### src/hw/rtl/daq_frame_sequence_monitor_defines.svh
// assertion macros shared by the frame sequence monitor
`ifndef DAQ_FRAME_SEQUENCE_MONITOR_DEFINES_SVH
`define DAQ_FRAME_SEQUENCE_MONITOR_DEFINES_SVH

// same-cycle implication, held off while reset is low
`define DFSM_ASSERT_IMPL(lbl, clk, rstn, ante, cons) \
    lbl: assert property (@(posedge clk) disable iff (!rstn) (ante) |-> (cons)) \
        else $error("dfsm assertion failed");

// next-cycle implication, held off while reset is low
`define DFSM_ASSERT_NEXT(lbl, clk, rstn, ante, cons) \
    lbl: assert property (@(posedge clk) disable iff (!rstn) (ante) |=> (cons)) \
        else $error("dfsm assertion failed");

`endif

### src/hw/rtl/dfsm_pkg.sv
// ----------------------------------------------------------------------------
// dfsm_pkg
// Constants, queue entry type and saturating counter helpers of the frame
// sequence monitor.
// ----------------------------------------------------------------------------
package dfsm_pkg;

    localparam logic [15:0] SOF_WORD    = 16'h1230;
    localparam int          TT_TMO_BIT  = 15;
    localparam logic [15:0] END_MASK    = 16'h10ff;
    localparam logic [15:0] END_VALUE   = 16'h10fb;
    localparam logic [15:0] CHECK_VALUE = 16'h9876;
    localparam logic [31:0] CNT_MAX     = 32'hffff_ffff;

    // one classified frame waiting for the back end
    typedef struct packed {
        logic        hdr_err;
        logic        id_err;
        logic        tmo;
        logic        trl_err;
        logic [63:0] frame_number;
        logic [63:0] frame_timestamp;
    } t_task;

    // increment that sticks at full scale
    function automatic logic [31:0] sat_inc(input logic [31:0] cnt, input logic en);
        logic [31:0] res;
        res = cnt;
        if (en && (cnt != CNT_MAX)) begin
            res = cnt + 32'd1;
        end
        return res;
    endfunction

    // sum that sticks at full scale
    function automatic logic [31:0] sat_add(input logic [31:0] a, input logic [31:0] b);
        logic [32:0] sum;
        logic [31:0] res;
        sum = {1'b0, a} + {1'b0, b};
        res = sum[32] ? CNT_MAX : sum[31:0];
        return res;
    endfunction

endpackage

### src/hw/rtl/daq_fsm_if.sv
// ----------------------------------------------------------------------------
// daq_fsm_if
// Valid/ready channels of the frame sequence monitor: decoded frame fields
// in, check results and totals out.
// ----------------------------------------------------------------------------
interface daq_fsm_in_if;
    logic        valid;
    logic        ready;
    logic [15:0] start_word;
    logic [6:0]  frontend_id;
    logic [63:0] frame_number;
    logic [15:0] trigger_status;
    logic [63:0] frame_timestamp;
    logic [15:0] end_word;
    logic [15:0] check_word;

    modport source (
        output valid, start_word, frontend_id, frame_number, trigger_status,
               frame_timestamp, end_word, check_word,
        input  ready
    );
    modport sink (
        input  valid, start_word, frontend_id, frame_number, trigger_status,
               frame_timestamp, end_word, check_word,
        output ready
    );
endinterface

interface daq_fsm_out_if;
    logic               valid;
    logic               ready;
    logic               header_error;
    logic               id_error;
    logic               trigger_timeout;
    logic               trailer_error;
    logic [31:0]        frames_missing;
    logic signed [63:0] time_delta;
    logic [31:0]        frames_total;
    logic [31:0]        header_errors_total;
    logic [31:0]        id_errors_total;
    logic [31:0]        lost_total;
    logic [31:0]        single_losses_total;
    logic [31:0]        timeouts_total;

    modport source (
        output valid, header_error, id_error, trigger_timeout, trailer_error,
               frames_missing, time_delta, frames_total, header_errors_total,
               id_errors_total, lost_total, single_losses_total, timeouts_total,
        input  ready
    );
    modport sink (
        input  valid, header_error, id_error, trigger_timeout, trailer_error,
               frames_missing, time_delta, frames_total, header_errors_total,
               id_errors_total, lost_total, single_losses_total, timeouts_total,
        output ready
    );
endinterface

### src/hw/rtl/dfsm_front.sv
// ----------------------------------------------------------------------------
// dfsm_front
// Accepts frame requests, holds the expected front-end id and classifies
// each frame's header, id, trigger and trailer words for the back end.
// ----------------------------------------------------------------------------
module dfsm_front import dfsm_pkg::*; (
    input  logic         i_clk,
    input  logic         i_rst_n,
    input  logic         i_cfg_we,
    input  logic [6:0]   i_cfg_wdata,
    daq_fsm_in_if.sink   i_frame,
    input  logic         i_queue_full,
    output logic         o_push,
    output t_task        o_task
);

    logic [6:0] r_exp_id;

    // expected id register
    always_ff @(posedge i_clk) begin
        if (!i_rst_n) begin
            r_exp_id <= 7'd0;
        end else if (i_cfg_we) begin
            r_exp_id <= i_cfg_wdata;
        end
    end

    // take a request whenever the queue has room
    assign i_frame.ready = !i_queue_full;
    assign o_push        = i_frame.valid && !i_queue_full;

    // classification
    always_comb begin
        o_task.hdr_err         = (i_frame.start_word != SOF_WORD);
        o_task.id_err          = (i_frame.frontend_id != r_exp_id);
        o_task.tmo             = (i_frame.frontend_id == r_exp_id)
                                 && i_frame.trigger_status[TT_TMO_BIT];
        o_task.trl_err         = !(((i_frame.end_word & END_MASK) == END_VALUE)
                                   && (i_frame.check_word == CHECK_VALUE));
        o_task.frame_number    = i_frame.frame_number;
        o_task.frame_timestamp = i_frame.frame_timestamp;
    end

endmodule

### src/hw/rtl/dfsm_queue.sv
// ----------------------------------------------------------------------------
// dfsm_queue
// Short first-in first-out queue of classified frames between the front
// and back ends.
// ----------------------------------------------------------------------------
`include "daq_frame_sequence_monitor_defines.svh"

module dfsm_queue import dfsm_pkg::*; #(
    parameter int DEPTH = 2
) (
    input  logic  i_clk,
    input  logic  i_rst_n,
    input  logic  i_push,
    input  t_task i_task,
    output logic  o_full,
    input  logic  i_pop,
    output t_task o_task,
    output logic  o_empty
);

    localparam int AW = (DEPTH > 1) ? $clog2(DEPTH) : 1;
    localparam int CW = $clog2(DEPTH + 1);
    localparam logic [AW-1:0] LAST_PTR = AW'(DEPTH - 1);
    localparam logic [CW-1:0] FULL_CNT = CW'(DEPTH);

    t_task         r_mem [DEPTH];
    logic [AW-1:0] r_wr_ptr;
    logic [AW-1:0] r_rd_ptr;
    logic [CW-1:0] r_count;

    assign o_full  = (r_count == FULL_CNT);
    assign o_empty = (r_count == '0);
    assign o_task  = r_mem[r_rd_ptr];

    // storage
    always_ff @(posedge i_clk) begin
        if (i_push) begin
            r_mem[r_wr_ptr] <= i_task;
        end
    end

    // pointers and fill level
    always_ff @(posedge i_clk) begin
        if (!i_rst_n) begin
            r_wr_ptr <= '0;
            r_rd_ptr <= '0;
            r_count  <= '0;
        end else begin
            if (i_push) begin
                r_wr_ptr <= (r_wr_ptr == LAST_PTR) ? '0 : r_wr_ptr + AW'(1);
            end
            if (i_pop) begin
                r_rd_ptr <= (r_rd_ptr == LAST_PTR) ? '0 : r_rd_ptr + AW'(1);
            end
            if (i_push && !i_pop) begin
                r_count <= r_count + CW'(1);
            end else if (i_pop && !i_push) begin
                r_count <= r_count - CW'(1);
            end
        end
    end

    `DFSM_ASSERT_IMPL(a_count_range, i_clk, i_rst_n, 1'b1, r_count <= FULL_CNT)
    `DFSM_ASSERT_IMPL(a_no_pop_empty, i_clk, i_rst_n, o_empty, !i_pop)
    `DFSM_ASSERT_IMPL(a_no_push_full, i_clk, i_rst_n, o_full, !i_push)

endmodule

### src/hw/rtl/dfsm_back.sv
// ----------------------------------------------------------------------------
// dfsm_back
// Carries out the sequence and timestamp tracking of classified frames,
// keeps the saturating totals and holds the result register.
// ----------------------------------------------------------------------------
`include "daq_frame_sequence_monitor_defines.svh"

module dfsm_back import dfsm_pkg::*; (
    input  logic          i_clk,
    input  logic          i_rst_n,
    input  t_task         i_task,
    input  logic          i_empty,
    output logic          o_pop,
    daq_fsm_out_if.source o_result
);

    logic [63:0] r_last_fn;
    logic [63:0] r_last_ts;
    logic        r_have_match;
    logic        r_have_any;
    logic [31:0] r_cnt_frames;
    logic [31:0] r_cnt_hdr;
    logic [31:0] r_cnt_id;
    logic [31:0] r_cnt_lost;
    logic [31:0] r_cnt_single;
    logic [31:0] r_cnt_tmo;
    logic        r_out_valid;
    logic        r_hdr_err;
    logic        r_id_err;
    logic        r_tmo;
    logic        r_trl_err;
    logic [31:0] r_missing;
    logic [63:0] r_delta;

    logic        take;
    logic        advance;
    logic [63:0] gap_full;
    logic [31:0] n_missing;
    logic [63:0] n_delta;

    // pop the queue when the result register is free or being emptied
    assign take  = !i_empty && (!r_out_valid || o_result.ready);
    assign o_pop = take;

    // frame gap and timestamp difference
    always_comb begin
        advance   = !i_task.id_err && r_have_match && (i_task.frame_number > r_last_fn);
        gap_full  = i_task.frame_number - r_last_fn - 64'd1;
        n_missing = '0;
        if (advance) begin
            n_missing = (gap_full[63:32] != '0) ? CNT_MAX : gap_full[31:0];
        end
        n_delta = r_have_any ? (i_task.frame_timestamp - r_last_ts) : 64'd0;
    end

    // history, totals and result valid
    always_ff @(posedge i_clk) begin
        if (!i_rst_n) begin
            r_last_fn    <= '0;
            r_last_ts    <= '0;
            r_have_match <= 1'b0;
            r_have_any   <= 1'b0;
            r_cnt_frames <= '0;
            r_cnt_hdr    <= '0;
            r_cnt_id     <= '0;
            r_cnt_lost   <= '0;
            r_cnt_single <= '0;
            r_cnt_tmo    <= '0;
            r_out_valid  <= 1'b0;
        end else begin
            if (o_result.ready) begin
                r_out_valid <= 1'b0;
            end
            if (take) begin
                r_out_valid  <= 1'b1;
                r_last_ts    <= i_task.frame_timestamp;
                r_have_any   <= 1'b1;
                if (!i_task.id_err) begin
                    r_last_fn    <= i_task.frame_number;
                    r_have_match <= 1'b1;
                end
                r_cnt_frames <= sat_inc(r_cnt_frames, 1'b1);
                r_cnt_hdr    <= sat_inc(r_cnt_hdr, i_task.hdr_err);
                r_cnt_id     <= sat_inc(r_cnt_id, i_task.id_err);
                r_cnt_tmo    <= sat_inc(r_cnt_tmo, i_task.tmo);
                r_cnt_single <= sat_inc(r_cnt_single, n_missing == 32'd1);
                r_cnt_lost   <= sat_add(r_cnt_lost, n_missing);
            end
        end
    end

    // result payload
    always_ff @(posedge i_clk) begin
        if (take) begin
            r_hdr_err <= i_task.hdr_err;
            r_id_err  <= i_task.id_err;
            r_tmo     <= i_task.tmo;
            r_trl_err <= i_task.trl_err;
            r_missing <= n_missing;
            r_delta   <= n_delta;
        end
    end

    assign o_result.valid               = r_out_valid;
    assign o_result.header_error        = r_hdr_err;
    assign o_result.id_error            = r_id_err;
    assign o_result.trigger_timeout     = r_tmo;
    assign o_result.trailer_error       = r_trl_err;
    assign o_result.frames_missing      = r_missing;
    assign o_result.time_delta          = r_delta;
    assign o_result.frames_total        = r_cnt_frames;
    assign o_result.header_errors_total = r_cnt_hdr;
    assign o_result.id_errors_total     = r_cnt_id;
    assign o_result.lost_total          = r_cnt_lost;
    assign o_result.single_losses_total = r_cnt_single;
    assign o_result.timeouts_total      = r_cnt_tmo;

    `DFSM_ASSERT_NEXT(a_take_gives_result, i_clk, i_rst_n, take, r_out_valid)
    `DFSM_ASSERT_IMPL(a_lost_covers_single, i_clk, i_rst_n, 1'b1, r_cnt_lost >= r_cnt_single)
    `DFSM_ASSERT_IMPL(a_tmo_needs_id, i_clk, i_rst_n, r_out_valid && r_tmo,
                      !r_id_err && (r_missing == '0 || !r_id_err))

endmodule

### src/hw/rtl/daq_frame_sequence_monitor.sv
// ----------------------------------------------------------------------------
// daq_frame_sequence_monitor
// Checks decoded acquisition frame fields and tracks frame continuity,
// timestamp differences and saturating error totals.
// ----------------------------------------------------------------------------
// One frame request is taken per clock cycle while the queue has room: the
// front end classifies the frame as it is taken, a short queue of
// QUEUE_DEPTH entries holds it, and the back end updates the frame-number
// history, the timestamp and the totals into the result register, so a
// steady stream runs at one frame per cycle while the result side does not
// stall. The 64-bit gap and timestamp subtractions in the back end set the
// clock period. The queue absorbs stalls on the result side; once it is
// full the frame channel's ready drops. The expected front-end id may be
// written only while no frame is in flight.
module daq_frame_sequence_monitor import dfsm_pkg::*; #(
    parameter int QUEUE_DEPTH = 2
) (
    input  logic          i_clk,
    input  logic          i_rst_n,
    input  logic          i_cfg_we,
    input  logic [6:0]    i_cfg_wdata,
    daq_fsm_in_if.sink    i_frame,
    daq_fsm_out_if.source o_result
);

    t_task q_in;
    t_task q_out;
    logic  q_push;
    logic  q_pop;
    logic  q_full;
    logic  q_empty;

    // classification
    dfsm_front u_front (
        .i_clk        (i_clk),
        .i_rst_n      (i_rst_n),
        .i_cfg_we     (i_cfg_we),
        .i_cfg_wdata  (i_cfg_wdata),
        .i_frame      (i_frame),
        .i_queue_full (q_full),
        .o_push       (q_push),
        .o_task       (q_in)
    );

    // decoupling queue
    dfsm_queue #(
        .DEPTH (QUEUE_DEPTH)
    ) u_queue (
        .i_clk   (i_clk),
        .i_rst_n (i_rst_n),
        .i_push  (q_push),
        .i_task  (q_in),
        .o_full  (q_full),
        .i_pop   (q_pop),
        .o_task  (q_out),
        .o_empty (q_empty)
    );

    // tracking and totals
    dfsm_back u_back (
        .i_clk    (i_clk),
        .i_rst_n  (i_rst_n),
        .i_task   (q_out),
        .i_empty  (q_empty),
        .o_pop    (q_pop),
        .o_result (o_result)
    );

endmodule

### src/flat_wrapper.sv
// flat-port wrapper written by rule: the top's interface ports become plain ports
module daq_frame_sequence_monitor_flat import dfsm_pkg::*;
#(
    parameter int QUEUE_DEPTH = 2
)
  (i_clk, i_rst_n, i_cfg_we, i_cfg_wdata, i_frame_valid, i_frame_start_word, i_frame_frontend_id, i_frame_frame_number, i_frame_trigger_status, i_frame_frame_timestamp, i_frame_end_word, i_frame_check_word, i_frame_ready, o_result_valid, o_result_header_error, o_result_id_error, o_result_trigger_timeout, o_result_trailer_error, o_result_frames_missing, o_result_time_delta, o_result_frames_total, o_result_header_errors_total, o_result_id_errors_total, o_result_lost_total, o_result_single_losses_total, o_result_timeouts_total, o_result_ready);
  daq_fsm_in_if i_frame_i ();
  daq_fsm_out_if o_result_i ();
  input  logic i_clk;
  input  logic i_rst_n;
  input  logic i_cfg_we;
  input  logic [6:0] i_cfg_wdata;
  input wire logic [$bits(i_frame_i.valid)-1:0] i_frame_valid;
  input wire logic [$bits(i_frame_i.start_word)-1:0] i_frame_start_word;
  input wire logic [$bits(i_frame_i.frontend_id)-1:0] i_frame_frontend_id;
  input wire logic [$bits(i_frame_i.frame_number)-1:0] i_frame_frame_number;
  input wire logic [$bits(i_frame_i.trigger_status)-1:0] i_frame_trigger_status;
  input wire logic [$bits(i_frame_i.frame_timestamp)-1:0] i_frame_frame_timestamp;
  input wire logic [$bits(i_frame_i.end_word)-1:0] i_frame_end_word;
  input wire logic [$bits(i_frame_i.check_word)-1:0] i_frame_check_word;
  output wire logic [$bits(i_frame_i.ready)-1:0] i_frame_ready;
  output wire logic [$bits(o_result_i.valid)-1:0] o_result_valid;
  output wire logic [$bits(o_result_i.header_error)-1:0] o_result_header_error;
  output wire logic [$bits(o_result_i.id_error)-1:0] o_result_id_error;
  output wire logic [$bits(o_result_i.trigger_timeout)-1:0] o_result_trigger_timeout;
  output wire logic [$bits(o_result_i.trailer_error)-1:0] o_result_trailer_error;
  output wire logic [$bits(o_result_i.frames_missing)-1:0] o_result_frames_missing;
  output wire logic [$bits(o_result_i.time_delta)-1:0] o_result_time_delta;
  output wire logic [$bits(o_result_i.frames_total)-1:0] o_result_frames_total;
  output wire logic [$bits(o_result_i.header_errors_total)-1:0] o_result_header_errors_total;
  output wire logic [$bits(o_result_i.id_errors_total)-1:0] o_result_id_errors_total;
  output wire logic [$bits(o_result_i.lost_total)-1:0] o_result_lost_total;
  output wire logic [$bits(o_result_i.single_losses_total)-1:0] o_result_single_losses_total;
  output wire logic [$bits(o_result_i.timeouts_total)-1:0] o_result_timeouts_total;
  input wire logic [$bits(o_result_i.ready)-1:0] o_result_ready;
  assign i_frame_i.valid = i_frame_valid;
  assign i_frame_i.start_word = i_frame_start_word;
  assign i_frame_i.frontend_id = i_frame_frontend_id;
  assign i_frame_i.frame_number = i_frame_frame_number;
  assign i_frame_i.trigger_status = i_frame_trigger_status;
  assign i_frame_i.frame_timestamp = i_frame_frame_timestamp;
  assign i_frame_i.end_word = i_frame_end_word;
  assign i_frame_i.check_word = i_frame_check_word;
  assign i_frame_ready = i_frame_i.ready;
  assign o_result_valid = o_result_i.valid;
  assign o_result_header_error = o_result_i.header_error;
  assign o_result_id_error = o_result_i.id_error;
  assign o_result_trigger_timeout = o_result_i.trigger_timeout;
  assign o_result_trailer_error = o_result_i.trailer_error;
  assign o_result_frames_missing = o_result_i.frames_missing;
  assign o_result_time_delta = o_result_i.time_delta;
  assign o_result_frames_total = o_result_i.frames_total;
  assign o_result_header_errors_total = o_result_i.header_errors_total;
  assign o_result_id_errors_total = o_result_i.id_errors_total;
  assign o_result_lost_total = o_result_i.lost_total;
  assign o_result_single_losses_total = o_result_i.single_losses_total;
  assign o_result_timeouts_total = o_result_i.timeouts_total;
  assign o_result_i.ready = o_result_ready;
  daq_frame_sequence_monitor #(.QUEUE_DEPTH(QUEUE_DEPTH)) u_core (.i_clk(i_clk), .i_rst_n(i_rst_n), .i_cfg_we(i_cfg_we), .i_cfg_wdata(i_cfg_wdata), .i_frame(i_frame_i), .o_result(o_result_i));
endmodule
### config.mk
export PLATFORM = sky130hd
export DESIGN_NAME = daq_frame_sequence_monitor_flat
export DESIGN_NICKNAME = d
export VERILOG_FILES = /design/src/hw/rtl/dfsm_pkg.sv /design/src/hw/rtl/daq_fsm_if.sv /design/src/hw/rtl/dfsm_front.sv /design/src/hw/rtl/dfsm_queue.sv /design/src/hw/rtl/dfsm_back.sv /design/src/hw/rtl/daq_frame_sequence_monitor.sv /design/src/flat_wrapper.sv
export VERILOG_INCLUDE_DIRS = /design/src /design/src/hw/rtl
export SDC_FILE = /design/constraint.sdc
export NUM_CORES = 1
export LEC_CHECK = 0
export ABC_AREA = 1
export BUFFER_PORTS_ARGS = -buffer_cell sky130_fd_sc_hd__clkbuf_2
export CORE_UTILIZATION = 60
export CTS_BUF_LIST = sky130_fd_sc_hd__clkbuf_2
export CTS_CLUSTER_DIAMETER = 50
export DETAILED_ROUTE_END_ITERATION = 7
export GPL_ROUTABILITY_DRIVEN = 0
export PLACE_DENSITY = 0.85
export RECOVER_POWER = 50
export SYNTH_ARGS = -nofsm -noshare
export SYNTH_HDL_FRONTEND = slang
export SYNTH_SLANG_ARGS = --single-unit
export TNS_END_PERCENT = 5
### constraint.sdc
create_clock -name i_clk -period 14.9 [get_ports i_clk]
set_input_delay 1.49 -clock i_clk [delete_from_list [all_inputs] [get_ports i_clk]]
set_output_delay 1.49 -clock i_clk [all_outputs]
set_load 0.1 [all_outputs]
==> metrics <==
period utilization=0.697; Fmax=96.3 MHz; crit path DAT=11.60 ns; Tmin final=10.38 ns; Post-Synthesis Cells=5,305; final hold vios=0; number of vias per cell=5.46; Die W=258 µm; Clock Skew=0.113 ns; leading post-synthesis cells by cell area=edfxtp_1 28%, dfxtp_1 17%, nand2_1 14%; most used cell, CP=nand2_1; status=finished, violations left; Leak=20.4 nW; DRT Wirelength=110,000 µm; Worst-Skew Late Latency=1.41 ns; hold buffers post-CTS=0; Remaining DRCs=0; clk slew on worst S/H paths=0.12 ns; max incr delay on CP=1.68 ns; Syn Area/Cell=7.41 µm²; drt pass-1 iters=8; asr flop ratio synth=0; YS warnings=0; IO Count=505; gr usage total=0.322; core region area=0.0646 mm²; Die Ht=258 µm; post-synth top area cell=edfxtp_1; VDD IR max=222 µV; Post-CTS Resized=0; Post-CTS Setup Inserts=0; layout cells sized above 1=0.127; Critical Path Sink Type=flip-flop; Post-synth EDFFs=364; most frequent cells in the layout=1,461 x nand2_1, 863 x inv_1, 668 x clkbuf_2; pwr dens=237 mW/mm²; num rows=93; initial antenna violation count=11; worst-path maximum fanout=54; failing checks=max-capacitance violations, max-slew violations; setup violators final=0; die area=0.0665 mm²; Post-DRT Antenna Nets=0; CTS tree=yes; Top FF cell, synth=edfxtp_1; Slew headroom=-2.11; commonest non-fill, non-tap cell in the layout=nand2_1; syn_nets=5,685; Sink Count=699; worst slew pin tran=4.67 ns; DR iter-0 viols=3,659; Mapped Area=0.0393 mm²; vias in the first global route=34,200; H-tree depth=4; Filler cells=5,454; largest net degree at the start of global routing=130; effective utilization at floorplan=0.609; Hold WS=0.266 ns; Synth Register Bits=699; area grow syn2layout=11.8%; Max Buffers Root-to-Sink=3; slowest cell on the critical path=clkbuf_1; DPL Wire Length=81,500 µm; final std cells w/o fill=6,862; Clock Root Buffer=clkbuf_2; TritonCTS buffer count=176; global-route wire length before repair=171,000 µm; critical path class=flip-flop to flip-flop; RSZ-0062 raised after global routing=false; grt ovf=0; top cell type's share of synthesized area=0.278; post-synthesis sequential area ratio=0.449; Nets=6,233; final slew viol count=937; worst path required time=16.12 ns; PortBufs=482; vias post-DR=37,500; total power=10.4 mW; CP startpoint kind=flip-flop; routed len/inst=16.0 µm; Max Cap Violations=16; count of cell types in the netlist=52; Worst Hold Class=input port to flip-flop; placed cell count=6,530; final setup TNS=0 ns
==> cell usage after synthesis (all sizes together), types with 2 or more instances <==
cell type / n
nand2: 1470
inv: 890
nor2: 477
a21oi: 475
edfxtp: 364
dfxtp: 335
o21ai: 334
nand3: 182
ha: 166
clkbuf: 107
nor3: 100
nand4: 60
a31oi: 57
xnor2: 46
nor4: 41
o21a: 36
xor2: 32
buf: 21
o21bai: 16
a21boi: 13
nor3b: 12
nand3b: 10
a221oi: 7
a211oi: 6
a21o: 6
and3: 6
or2: 6
o31ai: 5
o221ai: 4
and2: 3
clkinv: 3
fa: 3
a311oi: 2
mux2i: 2
or4: 2
==> where the power goes <==
group	internal (mW)	switching (mW)
Sequential	2.56	0.176
Combinational	1.57	4.77
Clock	0.540	0.798
==> cells by family after synthesis <==
logic type                 after synthesis  synth area share
muxes                                    2          0.000509
xor gates and xnor gates                78            0.0174
AOI/OAI and AO/OA                      965             0.132
and+or+nand+nor                       2371             0.249
DFF                                    699             0.449
adders and majority gates              169            0.0544
buffers and inverters                 1021            0.0989
==> worst paths after layout <==
kind / from / end / slack [ns] / cells past startpoint
max: flip-flop / u_core.u_back.o_result.lost_total[30]$_SDFFE_PN0P_ / 4.52 / 38
min: i_frame_frame_number[22] / u_core.u_queue.r_mem[0][86]$_DFFE_PP_ / 0.27 / 1
max reg2reg: flip-flop / u_core.u_back.o_result.lost_total[30]$_SDFFE_PN0P_ / 4.52 / 38
min reg2reg: u_core.u_queue.r_rd_ptr$_SDFFE_PN0P_ / flip-flop / 0.45 / 1
==> stage by stage <==
step | setup slack, ns | area, µm² | util
4_1_cts | 6.05 | 44100 | 0.683
6_report | 4.52 | 43900 | 0.680
5_1_grt | 3.41 | 43900 | 0.680
3_3_place_gp | 6.26 | 42400 | 0.657
2_1_floorplan | 7.13 | 39300 | -
3_5_place_dp | 6.16 | 42400 | 0.657
==> cell type report <==
class,count,area [µm²],share of cell area
tap,855,1070,0.0243
clock inverter,49,304,0.00692
sequential,699,17600,0.401
antenna,12,30.0,0.000683
multi-input combinational,3585,17800,0.405
timing repair buffer,498,2380,0.0543
inverter,893,3360,0.0764
clock buffer,271,1360,0.0309
==> critical path: cells and delay by family, from the launching register on <==
kind | cells | cell delay, ns
AOI/OAI and AO/OA | 14 | 3.33
and+or+nand+nor | 18 | 2.43
buffers and inverters | 3 | 1.78
adders and majority gates | 3 | 0.99
DFF | 1 | 1.65
==> layer usage <==
layer	wire, µm	share of wire	vias to the layer above	track usage
met5	28	0.00026	-	0
met4	7200	0.066	4	0.204
met3	10500	0.095	414	0.0881
met2	49500	0.45	1772	0.515
met1	42500	0.39	16900	0.383
li1	-	-	18400	-
==> state kept, by name, summed over array words and instances, names as in the netlist, 2 cells and up, named ones only <==
signal and count:
u_core.u_back.o_result.header_errors_total 32, u_core.u_back.o_result.single_losses_total 32, u_core.u_queue.r_count 2, u_core.u_back.o_result.frames_missing 32, u_core.u_queue.r_mem 264, u_core.u_back.o_result.timeouts_total 32, u_core.u_back.o_result.frames_total 32, u_core.u_back.o_result.lost_total 32
u_core.u_back.o_result.time_delta 64, u_core.u_back.o_result.id_errors_total 32, u_core.u_front.r_exp_id 7, u_core.u_back.r_last_fn 64, u_core.u_back.r_last_ts 64
(Power assumes the default switching activity.)
